[src/rtl/stfc_pkg.sv]
`timescale 1ns / 1ps
package stfc_pkg;

    localparam int LINE_CHARS_DEF  = 16;
    localparam int QUEUE_DEPTH_DEF = 2;

    localparam int TEXT_BYTES = 32;
    localparam int TEXT_AW    = 5;

    localparam logic [5:0] POS_WAIT  = 6'd0;
    localparam logic [5:0] POS_TEXT  = 6'd32;
    localparam logic [5:0] POS_COUNT = 6'd33;
    localparam logic [5:0] POS_SUM   = 6'd34;

    localparam logic [7:0] BYTE_HEADER = 8'hFF;
    localparam logic [7:0] BYTE_FE     = 8'hFE;
    localparam logic [7:0] CHAR_ZERO   = 8'h00;
    localparam logic [7:0] CHAR_ONE    = 8'h01;
    localparam logic [7:0] TWO_ROWS    = 8'h01;
    localparam logic [5:0] SEC_LAST    = 6'd59;
    localparam logic [7:0] LIMIT_RESET = 8'd5;
    localparam logic [7:0] LIMIT_MIN   = 8'd1;
    localparam logic [7:0] COUNT_MAX   = 8'hFF;

    localparam logic OP_BYTE = 1'b0;
    localparam logic OP_TICK = 1'b1;

    localparam logic [1:0] KIND_CHAR  = 2'd0;
    localparam logic [1:0] KIND_REPLY = 2'd1;
    localparam logic [1:0] KIND_TMO   = 2'd2;

    typedef struct packed {
        logic       frame;
        logic       ok;
        logic       two_rows;
        logic       tmo;
        logic [7:0] minutes;
    } t_job;

    typedef struct packed {
        logic               en;
        logic [TEXT_AW-1:0] addr;
        logic [7:0]         data;
    } t_text_wr;

    typedef enum logic [2:0] {
        S_IDLE,
        S_FETCH,
        S_CHAR,
        S_REPLY,
        S_TMO
    } t_back_state;

endpackage

[src/rtl/stfc_in_if.sv]
`timescale 1ns / 1ps
interface stfc_in_if;
    logic       valid;
    logic       ready;
    logic       op;
    logic [7:0] rx_byte;
    logic [5:0] seconds;

    modport source (output valid, output op, output rx_byte, output seconds, input ready);
    modport sink (input valid, input op, input rx_byte, input seconds, output ready);
endinterface

[src/rtl/stfc_out_if.sv]
`timescale 1ns / 1ps
interface stfc_out_if;
    logic       valid;
    logic       ready;
    logic [1:0] kind;
    logic       row;
    logic [3:0] column;
    logic [7:0] char_code;
    logic       frame_ok;
    logic [7:0] minutes;
    logic       last;

    modport source (output valid, output kind, output row, output column, output char_code,
                    output frame_ok, output minutes, output last, input ready);
    modport sink (input valid, input kind, input row, input column, input char_code,
                  input frame_ok, input minutes, input last, output ready);
endinterface

[src/rtl/serial_text_frame_checker_top.sv]
`timescale 1ns / 1ps
// Results: an accepted item that causes results is pushed into the job queue as a job; the back
// end pops it and emits registered results, reading the text store in S_FETCH before each character.
// Throughput: 1 item per cycle while the job queue has room; after a good frame no item is
// taken until its text rows are out, since the back end reads the text store one entry per read.
// Reset: synchronous, active low; clears the frame, minute and queue state and sets the limit
// to 5. The text store is not cleared.
module serial_text_frame_checker_top import stfc_pkg::*; #(
    parameter int LINE_CHARS  = LINE_CHARS_DEF,
    parameter int QUEUE_DEPTH = QUEUE_DEPTH_DEF
) (
    input  logic       i_clk,
    input  logic       i_rst_n,
    stfc_in_if.sink    i_in,
    stfc_out_if.source o_out,
    input  logic       i_cfg_wr_en,
    input  logic [7:0] i_cfg_wr_data
);

    logic     w_push;
    logic     w_pop;
    logic     w_full;
    logic     w_empty;
    logic     w_rows_done;
    t_job     w_job_in;
    t_job     w_job_out;
    t_text_wr w_text_wr;

    stfc_front u_front (
        .i_clk         (i_clk),
        .i_rst_n       (i_rst_n),
        .i_in          (i_in),
        .i_cfg_wr_en   (i_cfg_wr_en),
        .i_cfg_wr_data (i_cfg_wr_data),
        .i_queue_full  (w_full),
        .i_rows_done   (w_rows_done),
        .o_push        (w_push),
        .o_job         (w_job_in),
        .o_text_wr     (w_text_wr)
    );

    stfc_queue #(
        .DEPTH (QUEUE_DEPTH)
    ) u_queue (
        .i_clk   (i_clk),
        .i_rst_n (i_rst_n),
        .i_push  (w_push),
        .i_job   (w_job_in),
        .i_pop   (w_pop),
        .o_job   (w_job_out),
        .o_full  (w_full),
        .o_empty (w_empty)
    );

    stfc_back #(
        .LINE_CHARS (LINE_CHARS)
    ) u_back (
        .i_clk         (i_clk),
        .i_rst_n       (i_rst_n),
        .i_text_wr     (w_text_wr),
        .i_queue_empty (w_empty),
        .i_job         (w_job_out),
        .o_pop         (w_pop),
        .o_rows_done   (w_rows_done),
        .o_out         (o_out)
    );

endmodule

[src/rtl/stfc_front.sv]
`timescale 1ns / 1ps
module stfc_front import stfc_pkg::*; (
    input  logic        i_clk,
    input  logic        i_rst_n,
    stfc_in_if.sink     i_in,
    input  logic        i_cfg_wr_en,
    input  logic [7:0]  i_cfg_wr_data,
    input  logic        i_queue_full,
    input  logic        i_rows_done,
    output logic        o_push,
    output t_job        o_job,
    output t_text_wr    o_text_wr
);

    logic [5:0] r_pos, n_pos;
    logic [7:0] r_sum, n_sum;
    logic       r_flag, n_flag;
    logic [7:0] r_count, n_count;
    logic       r_armed, n_armed;
    logic [7:0] r_limit, n_limit;
    logic       r_rows_pending, n_rows_pending;

    logic       w_accept;
    logic [7:0] w_limit_eff;
    logic [7:0] w_mapped;
    t_job       w_job;
    t_text_wr   w_wr;
    logic       w_push;

    assign i_in.ready  = !i_queue_full && !r_rows_pending;
    assign w_accept    = i_in.valid && i_in.ready;
    assign w_limit_eff = (r_limit == '0) ? LIMIT_MIN : r_limit;
    assign w_mapped    = (i_in.rx_byte == BYTE_HEADER) ? CHAR_ZERO :
                         (i_in.rx_byte == BYTE_FE)     ? CHAR_ONE  : i_in.rx_byte;

    always_comb begin
        n_pos   = r_pos;
        n_sum   = r_sum;
        n_flag  = r_flag;
        n_count = r_count;
        n_armed = r_armed;
        n_limit = i_cfg_wr_en ? i_cfg_wr_data : r_limit;
        w_job   = '0;
        w_wr    = '0;
        w_push  = 1'b0;
        if (w_accept) begin
            if (i_in.op == OP_TICK) begin
                if (i_in.seconds == SEC_LAST) begin
                    if (r_armed) begin
                        n_armed = 1'b0;
                        if (r_count != COUNT_MAX) begin
                            n_count = r_count + 8'd1;
                        end
                    end
                end else begin
                    n_armed = 1'b1;
                end
            end else begin
                if (r_pos == POS_WAIT) begin
                    if (i_in.rx_byte == BYTE_HEADER) begin
                        n_pos = 6'd1;
                        n_sum = '0;
                    end
                end else if (r_pos <= POS_TEXT) begin
                    w_wr.en   = 1'b1;
                    w_wr.addr = TEXT_AW'(r_pos - 6'd1);
                    w_wr.data = w_mapped;
                    n_sum     = r_sum + i_in.rx_byte;
                    n_pos     = r_pos + 6'd1;
                end else if (r_pos == POS_COUNT) begin
                    n_sum  = r_sum + i_in.rx_byte;
                    n_flag = (i_in.rx_byte == TWO_ROWS);
                    n_pos  = POS_SUM;
                end else if (r_pos == POS_SUM) begin
                    w_job.frame    = 1'b1;
                    w_job.ok       = (r_sum == i_in.rx_byte);
                    w_job.two_rows = r_flag;
                    n_count        = '0;
                    n_pos          = POS_WAIT;
                end else begin
                    n_pos = POS_WAIT;
                end
            end
            if (n_count >= w_limit_eff) begin
                w_job.tmo     = 1'b1;
                w_job.minutes = n_count;
                n_count       = '0;
            end
            w_push = w_job.frame || w_job.tmo;
        end
    end

    always_comb begin
        n_rows_pending = r_rows_pending;
        if (w_push && w_job.frame && w_job.ok) begin
            n_rows_pending = 1'b1;
        end else if (i_rows_done) begin
            n_rows_pending = 1'b0;
        end
    end

    always_ff @(posedge i_clk) begin
        if (!i_rst_n) begin
            r_pos          <= POS_WAIT;
            r_sum          <= '0;
            r_flag         <= 1'b0;
            r_count        <= '0;
            r_armed        <= 1'b0;
            r_limit        <= LIMIT_RESET;
            r_rows_pending <= 1'b0;
        end else begin
            r_pos          <= n_pos;
            r_sum          <= n_sum;
            r_flag         <= n_flag;
            r_count        <= n_count;
            r_armed        <= n_armed;
            r_limit        <= n_limit;
            r_rows_pending <= n_rows_pending;
        end
    end

    assign o_push    = w_push;
    assign o_job     = w_job;
    assign o_text_wr = w_wr;

`ifndef ASSERT_OFF
    a_pending_blocks: assert property (@(posedge i_clk) disable iff (!i_rst_n)
        r_rows_pending |-> !i_in.ready)
        else $error("item accepted while text rows still pending");
    a_frame_clears: assert property (@(posedge i_clk) disable iff (!i_rst_n)
        (w_push && w_job.frame) |=> (r_count == '0))
        else $error("minute count not cleared by completed frame");
`endif

endmodule

[src/rtl/stfc_queue.sv]
`timescale 1ns / 1ps
module stfc_queue import stfc_pkg::*; #(
    parameter int DEPTH = QUEUE_DEPTH_DEF
) (
    input  logic i_clk,
    input  logic i_rst_n,
    input  logic i_push,
    input  t_job i_job,
    input  logic i_pop,
    output t_job o_job,
    output logic o_full,
    output logic o_empty
);

    localparam int PW = (DEPTH > 1) ? $clog2(DEPTH) : 1;
    localparam int CW = $clog2(DEPTH + 1);

    t_job          r_mem [DEPTH];
    logic [PW-1:0] r_wr_ptr, n_wr_ptr;
    logic [PW-1:0] r_rd_ptr, n_rd_ptr;
    logic [CW-1:0] r_count, n_count;

    assign o_full  = (r_count == CW'(DEPTH));
    assign o_empty = (r_count == '0);
    assign o_job   = r_mem[r_rd_ptr];

    always_comb begin
        n_wr_ptr = r_wr_ptr;
        n_rd_ptr = r_rd_ptr;
        n_count  = r_count;
        if (i_push) begin
            n_wr_ptr = (r_wr_ptr == PW'(DEPTH - 1)) ? '0 : r_wr_ptr + PW'(1);
        end
        if (i_pop) begin
            n_rd_ptr = (r_rd_ptr == PW'(DEPTH - 1)) ? '0 : r_rd_ptr + PW'(1);
        end
        if (i_push && !i_pop) begin
            n_count = r_count + CW'(1);
        end else if (i_pop && !i_push) begin
            n_count = r_count - CW'(1);
        end
    end

    always_ff @(posedge i_clk) begin
        if (!i_rst_n) begin
            r_wr_ptr <= '0;
            r_rd_ptr <= '0;
            r_count  <= '0;
        end else begin
            r_wr_ptr <= n_wr_ptr;
            r_rd_ptr <= n_rd_ptr;
            r_count  <= n_count;
        end
    end

    always_ff @(posedge i_clk) begin
        if (i_push) begin
            r_mem[r_wr_ptr] <= i_job;
        end
    end

`ifndef ASSERT_OFF
    a_no_overflow: assert property (@(posedge i_clk) disable iff (!i_rst_n)
        !(i_push && o_full))
        else $error("queue push while full");
    a_no_underflow: assert property (@(posedge i_clk) disable iff (!i_rst_n)
        !(i_pop && o_empty))
        else $error("queue pop while empty");
`endif

endmodule

[src/rtl/stfc_back.sv]
`timescale 1ns / 1ps
module stfc_back import stfc_pkg::*; #(
    parameter int LINE_CHARS = LINE_CHARS_DEF
) (
    input  logic      i_clk,
    input  logic      i_rst_n,
    input  t_text_wr  i_text_wr,
    input  logic      i_queue_empty,
    input  t_job      i_job,
    output logic      o_pop,
    output logic      o_rows_done,
    stfc_out_if.source o_out
);

    localparam int COL_W   = $clog2(LINE_CHARS + 1);
    localparam int IDX_RAW = $clog2(2 * LINE_CHARS + 1);
    localparam int IDX_W   = (IDX_RAW > TEXT_AW + 1) ? IDX_RAW : TEXT_AW + 1;
    localparam bit ROW1_FITS = (LINE_CHARS < TEXT_BYTES);

    t_back_state r_state, n_state;
    t_job        r_job, n_job;
    logic        r_row, n_row;
    logic [COL_W-1:0] r_col, n_col;
    logic [7:0]  r_mem [TEXT_BYTES];
    logic [7:0]  r_rd_data;

    logic        r_out_valid, n_out_valid;
    logic [1:0]  r_kind, n_kind;
    logic        r_orow, n_orow;
    logic [3:0]  r_column, n_column;
    logic [7:0]  r_char, n_char;
    logic        r_ok, n_ok;
    logic [7:0]  r_minutes, n_minutes;
    logic        r_last, n_last;

    logic             w_ld;
    logic [IDX_W-1:0] w_idx;
    logic             w_row_end;
    logic             w_next_row;

    assign w_ld       = !r_out_valid || o_out.ready;
    assign w_idx      = r_row ? (IDX_W'(LINE_CHARS) + IDX_W'(r_col)) : IDX_W'(r_col);
    assign w_row_end  = (r_col == COL_W'(LINE_CHARS - 1)) || (w_idx == IDX_W'(TEXT_BYTES - 1));
    assign w_next_row = !r_row && r_job.two_rows && ROW1_FITS;

    always_ff @(posedge i_clk) begin
        if (i_text_wr.en) begin
            r_mem[i_text_wr.addr] <= i_text_wr.data;
        end
        r_rd_data <= r_mem[w_idx[TEXT_AW-1:0]];
    end

    always_comb begin
        n_state = r_state;
        case (r_state)
            S_IDLE: begin
                if (!i_queue_empty) begin
                    if (i_job.frame && i_job.ok) begin
                        n_state = S_FETCH;
                    end else if (i_job.frame) begin
                        n_state = S_REPLY;
                    end else begin
                        n_state = S_TMO;
                    end
                end
            end
            S_FETCH: n_state = S_CHAR;
            S_CHAR: begin
                if (w_ld) begin
                    n_state = (w_row_end && !w_next_row) ? S_REPLY : S_FETCH;
                end
            end
            S_REPLY: begin
                if (w_ld) begin
                    n_state = r_job.tmo ? S_TMO : S_IDLE;
                end
            end
            S_TMO: begin
                if (w_ld) begin
                    n_state = S_IDLE;
                end
            end
            default: n_state = S_IDLE;
        endcase
    end

    always_comb begin
        n_job       = r_job;
        n_row       = r_row;
        n_col       = r_col;
        n_out_valid = r_out_valid && !o_out.ready;
        n_kind      = r_kind;
        n_orow      = r_orow;
        n_column    = r_column;
        n_char      = r_char;
        n_ok        = r_ok;
        n_minutes   = r_minutes;
        n_last      = r_last;
        o_pop       = 1'b0;
        o_rows_done = 1'b0;
        case (r_state)
            S_IDLE: begin
                if (!i_queue_empty) begin
                    o_pop = 1'b1;
                    n_job = i_job;
                    n_row = 1'b0;
                    n_col = '0;
                end
            end
            S_CHAR: begin
                if (w_ld) begin
                    n_out_valid = 1'b1;
                    n_kind      = KIND_CHAR;
                    n_orow      = r_row;
                    n_column    = 4'(r_col);
                    n_char      = r_rd_data;
                    n_ok        = 1'b0;
                    n_minutes   = '0;
                    n_last      = 1'b0;
                    if (!w_row_end) begin
                        n_col = r_col + COL_W'(1);
                    end else if (w_next_row) begin
                        n_row = 1'b1;
                        n_col = '0;
                    end else begin
                        o_rows_done = 1'b1;
                    end
                end
            end
            S_REPLY: begin
                if (w_ld) begin
                    n_out_valid = 1'b1;
                    n_kind      = KIND_REPLY;
                    n_orow      = 1'b0;
                    n_column    = '0;
                    n_char      = '0;
                    n_ok        = r_job.ok;
                    n_minutes   = '0;
                    n_last      = !r_job.tmo;
                end
            end
            S_TMO: begin
                if (w_ld) begin
                    n_out_valid = 1'b1;
                    n_kind      = KIND_TMO;
                    n_orow      = 1'b0;
                    n_column    = '0;
                    n_char      = '0;
                    n_ok        = 1'b0;
                    n_minutes   = r_job.minutes;
                    n_last      = 1'b1;
                end
            end
            default: begin
            end
        endcase
    end

    always_ff @(posedge i_clk) begin
        if (!i_rst_n) begin
            r_state     <= S_IDLE;
            r_out_valid <= 1'b0;
        end else begin
            r_state     <= n_state;
            r_out_valid <= n_out_valid;
        end
    end

    always_ff @(posedge i_clk) begin
        r_job     <= n_job;
        r_row     <= n_row;
        r_col     <= n_col;
        r_kind    <= n_kind;
        r_orow    <= n_orow;
        r_column  <= n_column;
        r_char    <= n_char;
        r_ok      <= n_ok;
        r_minutes <= n_minutes;
        r_last    <= n_last;
    end

    assign o_out.valid     = r_out_valid;
    assign o_out.kind      = r_kind;
    assign o_out.row       = r_orow;
    assign o_out.column    = r_column;
    assign o_out.char_code = r_char;
    assign o_out.frame_ok  = r_ok;
    assign o_out.minutes   = r_minutes;
    assign o_out.last      = r_last;

`ifndef ASSERT_OFF
    a_char_after_fetch: assert property (@(posedge i_clk) disable iff (!i_rst_n)
        (r_state == S_CHAR) |-> ($past(r_state) == S_FETCH || $past(r_state) == S_CHAR))
        else $error("character emitted without a store read");
    a_tmo_is_last: assert property (@(posedge i_clk) disable iff (!i_rst_n)
        (r_out_valid && (r_kind == KIND_TMO || r_kind == KIND_CHAR))
            |-> (r_last == (r_kind == KIND_TMO)))
        else $error("wrong last flag on result");
`endif

endmodule
[src/flat_wrapper.sv]
// flat-port wrapper written by rule: the top's interface ports become plain ports
module serial_text_frame_checker_top_flat import stfc_pkg::*;
#(
    parameter int LINE_CHARS  = LINE_CHARS_DEF,
    parameter int QUEUE_DEPTH = QUEUE_DEPTH_DEF
)
  (i_clk, i_rst_n, i_cfg_wr_en, i_cfg_wr_data, i_in_valid, i_in_op, i_in_rx_byte, i_in_seconds, i_in_ready, o_out_valid, o_out_kind, o_out_row, o_out_column, o_out_char_code, o_out_frame_ok, o_out_minutes, o_out_last, o_out_ready);
  stfc_in_if i_in_i ();
  stfc_out_if o_out_i ();
  input  logic i_clk;
  input  logic i_rst_n;
  input  logic i_cfg_wr_en;
  input  logic [7:0] i_cfg_wr_data;
  input wire logic [$bits(i_in_i.valid)-1:0] i_in_valid;
  input wire logic [$bits(i_in_i.op)-1:0] i_in_op;
  input wire logic [$bits(i_in_i.rx_byte)-1:0] i_in_rx_byte;
  input wire logic [$bits(i_in_i.seconds)-1:0] i_in_seconds;
  output wire logic [$bits(i_in_i.ready)-1:0] i_in_ready;
  output wire logic [$bits(o_out_i.valid)-1:0] o_out_valid;
  output wire logic [$bits(o_out_i.kind)-1:0] o_out_kind;
  output wire logic [$bits(o_out_i.row)-1:0] o_out_row;
  output wire logic [$bits(o_out_i.column)-1:0] o_out_column;
  output wire logic [$bits(o_out_i.char_code)-1:0] o_out_char_code;
  output wire logic [$bits(o_out_i.frame_ok)-1:0] o_out_frame_ok;
  output wire logic [$bits(o_out_i.minutes)-1:0] o_out_minutes;
  output wire logic [$bits(o_out_i.last)-1:0] o_out_last;
  input wire logic [$bits(o_out_i.ready)-1:0] o_out_ready;
  assign i_in_i.valid = i_in_valid;
  assign i_in_i.op = i_in_op;
  assign i_in_i.rx_byte = i_in_rx_byte;
  assign i_in_i.seconds = i_in_seconds;
  assign i_in_ready = i_in_i.ready;
  assign o_out_valid = o_out_i.valid;
  assign o_out_kind = o_out_i.kind;
  assign o_out_row = o_out_i.row;
  assign o_out_column = o_out_i.column;
  assign o_out_char_code = o_out_i.char_code;
  assign o_out_frame_ok = o_out_i.frame_ok;
  assign o_out_minutes = o_out_i.minutes;
  assign o_out_last = o_out_i.last;
  assign o_out_i.ready = o_out_ready;
  serial_text_frame_checker_top #(.LINE_CHARS(LINE_CHARS), .QUEUE_DEPTH(QUEUE_DEPTH)) u_core (.i_clk(i_clk), .i_rst_n(i_rst_n), .i_in(i_in_i), .o_out(o_out_i), .i_cfg_wr_en(i_cfg_wr_en), .i_cfg_wr_data(i_cfg_wr_data));
endmodule
[config.mk]
export PLATFORM = sky130hd
export DESIGN_NAME = serial_text_frame_checker_top_flat
export DESIGN_NICKNAME = d
export VERILOG_FILES = /design/src/rtl/stfc_pkg.sv /design/src/rtl/stfc_in_if.sv /design/src/rtl/stfc_out_if.sv /design/src/rtl/serial_text_frame_checker_top.sv /design/src/rtl/stfc_front.sv /design/src/rtl/stfc_queue.sv /design/src/rtl/stfc_back.sv /design/src/flat_wrapper.sv
export SDC_FILE = /design/constraint.sdc
export NUM_CORES = 1
export LEC_CHECK = 0
export ABC_AREA = 1
export BUFFER_PORTS_ARGS = -buffer_cell sky130_fd_sc_hd__buf_4
export CAP_MARGIN = 15
export CORE_AREA = 2 2 222 312
export CTS_BUF_LIST = sky130_fd_sc_hd__clkbuf_4 sky130_fd_sc_hd__clkbuf_8
export DETAILED_ROUTE_END_ITERATION = 8
export DIE_AREA = 0 0 224 314
export GPL_TIMING_DRIVEN = 0
export PLACE_DENSITY = 0.41
export SETUP_SLACK_MARGIN = 0.2
export SYNTH_ARGS = -nofsm -noshare
export SYNTH_HDL_FRONTEND = slang
export SYNTH_HIERARCHICAL = 1
export SYNTH_SLANG_ARGS = --single-unit
[constraint.sdc]
create_clock -name i_clk -period 8.5 [get_ports i_clk]
set_input_delay 0 -clock i_clk [delete_from_list [all_inputs] [get_ports i_clk]]
set_output_delay 0 -clock i_clk [all_outputs]
set_load 0.03 [all_outputs]
Word level (Yosys, flattened, before mapping). Memories as Yosys holds them, arrays and structs flattened. A register that Yosys moved wholly into a read port is not among the register bits. Cells that the tools add are included.

Register bits after elaboration: 83. RAM bits: 280. Input bits: 28. Output and inout port bits: 27. Word-level logic and storage cells: 215. Memories kept: 2.

Memories: u_core.u_back.r_mem (words 32, bits a word 8, rd ports 1, clocked after memory_dff 1, wr ports 1, RTL line stfc_back.sv:24) `logic [7:0] r_mem [TEXT_BYTES];`; u_core.u_queue.r_mem (words 2, bits a word 12, rd ports 1, clocked after memory_dff 1, wr ports 1, RTL line stfc_queue.sv:18) `t_job r_mem [DEPTH];`.

Add/sub/neg operators: 10. Order comparisons: 2. Equality and inequality tests: 26. Multiplexer cells: 96. Bitwise operators: 4. Reduce and logical (&&, ||, !) cells: 50.

Operator list (count): two-way mux 8 bit (20); two-way mux 14 bit (4); two-way mux 3 bit (13); case mux 8 bit (2 select lines) (2); two-way mux 6 bit (5); two-way mux 1 bit (29); two-way mux 5 bit (4); equality test 6 bit, second input constant (3); two-way mux 9 bit (2); equality test 8 bit, second input constant (2); AND reduction 4 bit (4); case mux 3 bit (5 select lines) (1); two-way mux 12 bit (1); two-way mux 2 bit (6); != test 2 bit, second input constant (6); AND reduction 3 bit (4); nonzero test 2 bit (6); logical AND 1 bit (10); case mux 5 bit (2 select lines) (1); AND reduction 5 bit (2); zero test 1 bit (9); adder 8 x 1 -> 8 bit, second input constant (1); adder 8 bit (1); equality test 8 x 1 -> 1 bit, second input constant (1); 34 further kinds (51).

Logic depth before layout (Yosys ltp). Gate-level depths: netlist of run 1.

Word-level depth: 16. Depth in mapped cells: 24. Gate-level depth less buffers: 24.

Cells and area by module. The synthesis of run 1 kept the hierarchy.

Modules (own cells, without submodules): stfc_back (times used 1, cells an instance 1208, area an instance 12924.9 µm²); stfc_front (times used 1, cells an instance 414, area an instance 2727.6 µm²); stfc_queue (times used 1, cells an instance 72, area an instance 1132.3 µm²).

Worst setup path after synthesis of run 1. Ideal clock, no wire load.

Path kind: reg-to-reg. From: register u_core.u_front.r_pos[0]. To: memory u_core/u_queue/r_mem[0][0] in the netlist's numbering, enable pin. Arrival: 2865 ps. Required time: 8120 ps. Slack: 5255 ps. Cell stages (with the launch flop): 19. Path buffers: 0. Period minus slack after synthesis: 3245 ps. Cell sequence: dfxtp_1 inv_1 ha_1 nand3_4 nand2_2 nor2_4 inv_4 nand2_1 nand2_1 and2_1 ha_1 a21oi_1 o21ai_0 nand2_1 nand3_1 nand2_1 nand2_1 inv_1 nor2_1.

Cells in the longest elaborated chain, start to end: 14.

Ends and longest elaborated chain: start: declaration (RTL line stfc_front.sv:15) `logic [5:0] r_pos, n_pos;`; start signal: assignment (RTL line stfc_front.sv:112) `r_pos <= n_pos;`; branches (longest 10 deep; another with >= comparator 8 bit); logical OR 1 bit * (RTL line stfc_front.sv:89) `w_push = w_job.frame || w_job.tmo;`; two-way mux 1 bit * (RTL line stfc_front.sv:46) `if (w_accept) begin`; net u_core.w_push (RTL line serial_text_frame_checker_top.sv:20) `logic w_push;`; two-way mux 1 bit * (RTL line stfc_queue.sv:57) `if (i_push) begin`; two-way mux 1 bit (implied by the code) * (RTL line stfc_queue.sv:58) `r_mem[r_wr_ptr] <= i_job;`; end: declaration (RTL line stfc_queue.sv:18).

Mark *: on every way through the listed nets, which the timed path passes. The select of a mux whose other input is x is not followed.

Final worst setup path of run 1.
From: input port i_in_seconds[3]. To: memory u_core/u_queue/r_mem[0][11] in the netlist's numbering, enable pin.

Cells in the longest elaborated chain, start to end: 11.

Ends and longest elaborated chain: start: declaration (RTL line flat_wrapper.sv:17) `input wire logic [$bits(i_in_i.seconds)-1:0] i_in_seconds;`; equality test 6 bit (RTL line stfc_front.sv:48) `if (i_in.seconds == SEC_LAST) begin`; two-way mux 8 bit (RTL line stfc_front.sv:48); two-way mux 8 bit (RTL line stfc_front.sv:47) `if (i_in.op == OP_TICK) begin`; two-way mux 8 bit (RTL line stfc_front.sv:46); >= comparator 8 bit (RTL line stfc_front.sv:84) `if (n_count >= w_limit_eff) begin`; two-way mux 9 bit (RTL line stfc_front.sv:84); two-way mux 9 bit (RTL line stfc_front.sv:46); logical OR 1 bit (RTL line stfc_front.sv:89); two-way mux 1 bit (RTL line stfc_front.sv:46); net u_core.w_push (RTL line serial_text_frame_checker_top.sv:20); two-way mux 1 bit (RTL line stfc_queue.sv:57); two-way mux 1 bit (implied by the code) (RTL line stfc_queue.sv:58).

The timed path passes the listed nets, and every way through them passes these cells. The select of a mux whose other input is x is not followed.

==> results of run 1 <==
[final cells by class]
cell class	count	area share, %
buffer	61	1.55
tap	862	5.35
multi-input combinational	1029	24.7
clock inverter	28	1.22
clock buffer	88	5.42
sequential	372	52.9
antenna	1	0.0124
inverter	232	4.33
timing repair buffer	99	4.49
[layout by cell type, fill, tap and decap left out, types with 3 or more instances in the layout]
cell type,instances
a21oi_1,63
a21oi_2,3
and2_1,5
buf_12,4
buf_2,37
buf_4,60
buf_6,3
buf_8,3
bufinv_16,4
clkbuf_1,15
clkbuf_4,19
clkbuf_8,69
clkinv_1,12
clkinv_2,9
dfxtp_1,50
dlygate4sd3_1,36
edfxtp_1,322
ha_1,24
inv_1,224
inv_2,5
mux2_4,10
nand2_1,494
nand2_2,4
nand2_4,3
nand3_1,197
nand3_2,4
nand4_1,12
nor2_1,125
nor2_2,7
nor2_4,11
nor3_1,5
nor4_1,3
o211ai_1,9
o21ai_0,21
or2_2,3
xor2_1,6
[cells by family after synthesis]
logic type | synth area share, %
buffers and inverters | 7.07
and+or+nand+nor | 22.6
DFF | 63.6
xor gates and xnor gates | 0.365
muxes | 1.03
AOI/OAI and AO/OA | 3.41
adders and majority gates | 1.91
[worst min-delay path by stage]
stage / from / cells after the start / slack [ns] / endpoint
2_1_floorplan: i_cfg_wr_en / 1 / 0.11 / u_core/u_front/r_limit[2]$_SDFFE_PN1P_
3_3_place_gp: i_cfg_wr_data[0] / 3 / 0.22 / u_core/u_front/r_limit[0]$_SDFFE_PN1P_
3_5_place_dp: i_cfg_wr_data[2] / 3 / 0.22 / u_core/u_front/r_limit[2]$_SDFFE_PN1P_
4_1_cts: i_in_seconds[0] / 9 / 0.01 / u_core/u_front/r_count[5]$_SDFFE_PN0P_
5_1_grt: i_cfg_wr_data[2] / 4 / 0.14 / u_core/u_front/r_limit[2]$_SDFFE_PN1P_
6_report: i_in_seconds[0] / 9 / 0.11 / u_core/u_front/r_count[5]$_SDFFE_PN0P_
[per-stage QoR]
stage,cells,area (sq um)
4_1_cts,2770,20200
2_1_floorplan,1694,16800
5_1_grt,2772,20200
3_5_place_dp,2618,18500
6_report,2772,20200
3_3_place_gp,2610,18300
[worst reg2reg max path, cell delays in order (launching register included)]
cell	delay, ns
dfxtp_1	0.44
inv_1	0.12
ha_1	0.25
nand3_4	0.11
nand2_2	0.12
nor2_4	0.20
nand2_4	0.10
nand2_1	0.07
nand2_1	0.06
and2_1	0.17
ha_1	0.28
nand2_1	0.06
o21ai_0	0.18
nand2_1	0.07
nand3_1	0.14
nand2_1	0.22
nand2_1	0.20
inv_1	0.06
nor2_1	0.82
[sequential cells by signal, indices dropped and copies added (netlist names), 2 cells and up, named ones only]
register,cells
u_core/u_front/r_limit,8
u_core/u_back/r_mem,256
u_core/u_queue/r_mem,24
u_core/u_back/o_out.minutes,8
u_core/u_back/o_out.column,4
u_core/u_back/o_out.kind,2
u_core/u_front/r_sum,8
u_core/u_back/r_job,11
u_core/u_front/r_pos,6
u_core/u_back/r_state,3
u_core/u_front/r_count,8
u_core/u_back/r_col,5
u_core/u_back/r_rd_data,8
u_core/u_back/o_out.char_code,8
u_core/u_queue/r_count,2
[power by group]
part / internal, mW / leakage (nW) / total [mW] / switching, mW
Combinational: 0.515 / 3.66 / 1.82 / 1.31
Sequential: 2.16 / 3.89 / 2.22 / 0.0616
Clock: 0.963 / 0.706 / 1.72 / 0.759
[routing by layer]
layer,GRT usage (%),vias to the layer above,routed length [microns]
li1,-,5922,-
met1,14.4,5647,18200
met2,25.8,205,25200
met3,1.92,86,1510
met4,6.48,0,1620
met5,0,-,0
[what timing repair did]
item | CTS | global route
hold buffers | 36 | 0
endpoints found under the setup margin | 0 | 0
buffers inserted | 0 | 0
hold endpoints to repair | 174 | 0
==> impl_results.md, run 1 <==
- Critical Path Source Type: input pin
- Mapped Cells: between 1500 and 2000
- Drt pass-1 iters: 5
- Cell with the most instances after synthesis: nand2_1
- Setup slack, reg-to-reg: 4.44 ns
- Largest stage delay on the critical path: between 0.8 and 0.9 ns
- H-tree Lvls: 3
- Synthesis-stage register bit count: around 370
- NumNets Final: around 1900
- Hold Crit Class: input pin to register
- R2r worst-path depth: 18
- Buffer and inverter count on the worst path: 6
- Fin crit period: between 4 and 5 ns
- Crit-path leading delay family: simple AND/OR/NAND/NOR gates
- CTS clk-pin slew, worst paths: ~0.050 ns
- CTS tree: yes
- Critical path peak fanout: 12
- Worst-case clock skew: 0.0267 ns
- First-pass GRT wire length: between 70000 and 80000 microns
- Worst slew pin tran: approximately 1.1 ns
- Gr ovfl total: 0
- Seq/Total Area, Yosys: 63.6%
- Routed wire length: 46500 microns
- Arrival time at the worst endpoint: roughly 4.6 ns
- Count of input and output buffers: 54
- Gpl congestion: 0.829
- Die height: roughly 310 microns
- Max_slew headroom: a little over a quarter
- Drt wl/cell: between 15 and 20 microns
- WHS: 0.108 ns
- Worst setup startpoint: i_in_seconds[3]
- Worst r2r src: u_core/u_front/r_pos[1]$_SDFFE_PN0P_
- Place WS: 4.37 ns
- Final setup violation count: 0
- Status: finished clean
- Max Buffers Root-to-Sink: 3
- Via density: 4.28
- Synthesized Nets: approximately 1700
- Fillcell total: 6996
- Core area: 67400 sq um
- Slew Limit Fails: 0
- Leak Pwr: 8.26 nW
- IO Pins: 55
- Most frequent CP cell: nand2_1
- Average size of a mapped cell: around 10 sq um
- RSZ-0062 raised after global routing: no
- Setup TNS: 0 ns
- Sequence of cells on the critical path: dlygate4sd3_1 > buf_4 > nand2_1 > dlygate4sd3_1 > nor2_1 > dlygate4sd3_1 > nand2_1 > inv_1 > o21ai_0 > o21ai_1 > nand2_1 > ha_1 > nand2_1 > nor2_1 > nand4_1 > nand3_1 > nand2_1 > nand2_1 > inv_1 > nor2_1
- Max VDD drop: roughly 0.11 mV
- Clk Tree Root Cell: clkbuf_8
- Fmax: ~0.23 GHz
- HPWL Detailed: 33300 microns
- Max-cap violations: 0
- Synth area leader: edfxtp_1
- Setup ws final: 4.10 ns
- Initial antenna violation count: 1
- Final core occ: between 20% and 30%
- Critical Path Sink Type: register
- Fin. Hold Viols: 0
- Largest net degree at the start of global routing: 33
- Clock Sinks: between 300 and 400
- Post-route DRC: 0
- Worst-Skew Late Latency: 0.63 ns
- CP max-delay cell: nor2_1
- Post-synth EDFFs: 322
- Main synth FF type: edfxtp_1
- Tcrit/Tclk final: 51.8%
- Crit. path cell count: 20
- Standard-cell rows: ~110
- Most instantiated cells after synthesis: nand2_1 (494), edfxtp_1 (322), inv_1 (224), nand3_1 (197), nor2_1 (132)
- Layout cells sized above 1: between 10% and 20%
- Pwr Density: ~290 nW/um^2
- Layout area overhead: 20.2%
- Required @ worst endpoint: ~8.7 ns
- Kind of critical path: input pin to register
- Final Total Pwr: slightly below 6 mW
- Reg-to-reg endpoint: u_core/u_queue/r_mem[0][11]$_DFFE_PP_
- Synth top area share: 57.6%
- Cts repair resizes: 0
- Initial Util: 24.9%
- CTS buffer count: between 60 and 70
- Synth area leaders: edfxtp_1 (58%), nand2_1 (11%), dfxtp_1 (6.0%)
- Count of cell types in the netlist: 47
- Register Area: about 11000 sq um
- Critical Path Sink: u_core/u_queue/r_mem[0][11]$_DFFE_PP_
- Vias post-DR: 11900
- Ys async rst share: 0%
- Post-route ant nets: 0
- Initial detailed-routing violation count: about 620
- Die ar.: 70300 sq um
- Die Wd: 224 microns
- Vias in the first global route: 12200
- Yosys warns: 6
- Synthesized area: between 15000 and 20000 sq um
- Total track usage: a little over an eighth
- Area of the multi-input gates: 4990 sq um
Note: power is estimated with default switching activity, not from simulation.
==> inputs of run 2 (changes only) <==
Settings changed: ABC_AREA 1 to 0, CORE_AREA 2 2 222 312 to 2 2 214 301, DIE_AREA 0 0 224 314 to 0 0 216 303, PLACE_DENSITY 0.41 to 0.42.
Clock period 8.5 ns to 4 ns, I/O delays scaled along.
==> impl_results.md, run 2 <==
- Status: finished clean (unchanged)
- Post-route DRC: 0 (unchanged)
- Initial antenna violation count: 1 (unchanged)
- Clock Sinks: 372 (unchanged)
- Die height: 303 microns (was 314 microns)
- Fin. Hold Viols: 0 (unchanged)
- HPWL Detailed: 27300 microns (was 33300 microns)
- First-pass GRT wire length: 60200 microns (was 71100 microns)
- Synthesized Nets: 1049 (was 1747)
- Synthesized area: 15600 sq um (was 16800 sq um)
- Initial Util: 24.8% (was 24.9%)
- Total track usage: 12.4% (was 13.5%)
- Die ar.: 65400 sq um (was 70300 sq um)
- Synth top area share: 62.1% (was 57.6%)
- Synth area leader: edfxtp_1 (unchanged)
- Max_slew headroom: 39.9% (was 26.3%)
- H-tree Lvls: 2 (was 3)
- Core area: 62700 sq um (was 67400 sq um)
- Drt wl/cell: 19.6 microns (was 16.8 microns)
- Most frequent cells in the layout: edfxtp_1 (322), buf_4 (67), clkbuf_8 (59), mux4_2 (47) (was nand2_1 (494), edfxtp_1 (322), inv_1 (224), nand3_1 (197), nor2_1 (125))
- Routing usage on met3: 1.97% (was 1.92%)
- Post-synth EDFFs: 322 (unchanged)
- Leak Pwr: 5.83 nW (was 8.26 nW)
- Count of input and output buffers: 52 (was 54)
- Fillcell total: 6348 (was 6996)
- Vias in the first global route: 9534 (was 12200)
- Ys async rst share: 0% (unchanged)
- Initial detailed-routing violation count: 535 (was 624)
- Vias post-DR: 9107 (was 11900)
- Yosys warns: 6 (unchanged)
- Average size of a mapped cell: 15.6 sq um (was 9.91 sq um)
- Worst-Skew Late Latency: 0.64 ns (was 0.63 ns)
- Met1 Resource Use GR: 13.8% (was 14.4%)
- Most instantiated cells after synthesis: edfxtp_1 (322), nor2_1 (73), dfxtp_1 (50), mux4_2 (47), mux2i_1 (45) (was nand2_1 (494), edfxtp_1 (322), inv_1 (224), nand3_1 (197), nor2_1 (132))
- Layout cells sized above 1: 28.0% (was 14.2%)
- Max Buffers Root-to-Sink: 3 (unchanged)
- Fmax: 0.261 GHz
- GR Util met2: 23.0% (was 25.8%)
- Top reg by flops: u_core/u_back/r_mem (unchanged)
- Biggest regs: u_core/u_back/r_mem (256), u_core/u_queue/r_mem (24), u_core/u_back/r_job (11) (unchanged)
- Gr ovfl total: 0 (unchanged)
- Synthesis-stage register bit count: 372 (unchanged)
- Critical Path Source Type: register (was input pin)
- Arrival time at the worst endpoint: 4.40 ns (was 4.62 ns)
- Worst-case clock skew: 0.0223 ns (was 0.0267 ns)
- Worst slew pin tran: 0.900 ns (was 1.10 ns)
- Largest stage delay on the critical path: 0.58 ns (was 0.82 ns)
- Cell with the most instances after synthesis: edfxtp_1 (was nand2_1)
- Commonest non-fill, non-tap cell in the layout: edfxtp_1 (was nand2_1)
- Critical Path Sink Type: register (unchanged)
- Critical path peak fanout: 7 (was 12)
- Max-cap violations: 0 (unchanged)
- CP max-delay cell: or4_4 (was nor2_1)
- Drt pass-1 iters: 5 (unchanged)
- Kind of critical path: register to register (was input pin to register)
- Max VDD drop: 0.263 mV (was 0.110 mV)
- RSZ-0062 raised after global routing: yes (was no)
- GR peak layer: met2 (unchanged)
- CTS clk-pin slew, worst paths: 0.06 ns (was 0.05 ns)
- WHS: 0.192 ns (was 0.108 ns)
- Standard-cell rows: 109 (was 113)
- Layout area overhead: 23.2% (was 20.2%)
- Final core occ: 30.6% (was 29.9%)
- Pwr Density: 561 nW/um^2 (was 286 nW/um^2)
- IO Pins: 55 (unchanged)
- Gpl congestion: 0.747 (was 0.829)
- Final setup violation count: 0 (unchanged)
- Post-route ant nets: 0 (unchanged)
- Synth area leaders: edfxtp_1 (62%), mux4_2 (6.8%), dfxtp_1 (6.4%) (was edfxtp_1 (58%), nand2_1 (11%), dfxtp_1 (6.0%))
- NumNets Final: 1225 (was 1915)
- Clk Tree Root Cell: clkbuf_8 (unchanged)
- Seq/Total Area, Yosys: 68.6% (was 63.6%)
- Hold Crit Class: input pin to register (unchanged)
- Count of cell types in the netlist: 76 (was 47)
- CTS buffer count: 58 (was 67)
- Tcrit/Tclk final: between 90% and 100%
- Die Wd: 216 microns (was 224 microns)
- Fin crit period: 3.82 ns
- Required @ worst endpoint: 4.58 ns (was 8.72 ns)
- Mapped Cells: 996 (was 1694)
- Main synth FF type: edfxtp_1 (unchanged)
- Via density: 4.44 (was 4.28)
- Slew Limit Fails: 0 (unchanged)
- CTS tree: yes (unchanged)
- Routed wire length: 40300 microns (was 46500 microns)
- Largest net degree at the start of global routing: 33 (unchanged)
- Max reg flops: 256 (unchanged)
- Sequence of cells on the critical path: buf_6 > or3_4 > or4_4 > or2_4 > nand2_2 > mux2i_4 > ha_4 > a21o_1 > a211oi_2 > o211a_1 > or2_4 > buf_8 > o21ai_4 > ha_4 > xor2_1 > or3_1 > a21boi_1 (was dlygate4sd3_1 > buf_4 > nand2_1 > dlygate4sd3_1 > nor2_1 > dlygate4sd3_1 > nand2_1 > inv_1 > o21ai_0 > o21ai_1 > nand2_1 > ha_1 > nand2_1 > nor2_1 > nand4_1 > nand3_1 > nand2_1 > nand2_1 > inv_1 > nor2_1)
-- run 2: power by group --
group / leakage (nW) / switching [mW] / internal, mW
Combinational: 2.43 / 1.92 / 1.08
Clock: 0.576 / 1.50 / 1.54
Sequential: 2.83 / 0.147 / 4.56
Total: 5.83 / 3.58 / 7.18
-- run 2: metrics by stage --
step / total power, mW / TNS [ns] / cells / worst slack [ns] / cell area, sq um
floorplan: 6.61 / 0 / 996 / 0.209 / 15600
global placement: 7.80 / -31.31 / 1880 / -0.419 / 17000
detailed placement: 7.82 / -22.80 / 1886 / -0.469 / 17100
CTS: 11.0 / -0.333 / 2045 / -0.0268 / 18900
global route: 11.3 / -0.00426 / 2051 / -0.00355 / 19200
finish: 10.8 / 0 / 2051 / 0.175 / 19200
-- run 2: final timing paths --
kind                                                           start                                endpoint  slack (ns)  cells past startpoint
worst max-delay path            u_core/u_front/r_pos[2]$_SDFFE_PN0P_  u_core/u_queue/r_count[1]$_SDFFE_PN0P_        0.18                     17
worst min-delay path                                 i_in_seconds[2]  u_core/u_front/r_count[3]$_SDFFE_PN0P_        0.19                      7
worst max register to register  u_core/u_front/r_pos[2]$_SDFFE_PN0P_  u_core/u_queue/r_count[1]$_SDFFE_PN0P_        0.18                     17
worst min register to register  u_core/u_front/r_sum[5]$_SDFFE_PN0P_    u_core/u_front/r_sum[5]$_SDFFE_PN0P_        0.46                      2
-- run 2: final cells by class --
cell class | instances | area, sq um | area share, %
Clock inverter | 28 | 130 | 0.679
Buffer | 48 | 322 | 1.68
Multi-Input combinational cell | 552 | 4800 | 25.1
Tap cell | 832 | 1040 | 5.43
Clock buffer | 78 | 948 | 4.95
Antenna cell | 1 | 2.50 | 0.0131
Timing Repair Buffer | 117 | 1150 | 5.99
Sequential cell | 372 | 10700 | 55.7
Inverter | 23 | 86.3 | 0.450
-- run 2: metal layers --
| metal | vias up | routed length [microns] |
|---|---|---|
| li1 | 4280 | - |
| met1 | 4595 | 15900 |
| met2 | 155 | 21600 |
| met3 | 77 | 1110 |
| met4 | 0 | 1640 |
| met5 | - | 0 |
-- run 2: cells by family (layout without fill, tap and decap cells) --
kind of cell    count (synthesis)  count (layout)  synth area share [%]
compound gates                149             149                  6.35
xor+xnor                       16              16                 0.949
fa+ha+maj                      26              26                  2.12
buf+inv                        72             294                  2.49
flops                         372             372                  68.6
mux                           104             104                  10.6
other cells                     0               1                     0
simple gates                  257             257                  8.96
-- run 2: timing repair --
action	CTS	global route
gates cloned	1	0
buffers inserted	14	4
gates resized for setup	51	46
endpoints found under the hold margin	57	0
pin swaps	12	21
hold buffers	38	0
endpoints found under the setup margin	278	267
-- run 2: worst max-delay path: cells and delay by family, from the launching register on --
kind | cells | cell delay (ns)
compound gates | 5 | 0.78
xor+xnor | 1 | 0.14
fa+ha+maj | 2 | 0.41
buf+inv | 2 | 0.22
flops | 1 | 0.31
mux | 1 | 0.09
simple gates | 6 | 1.79
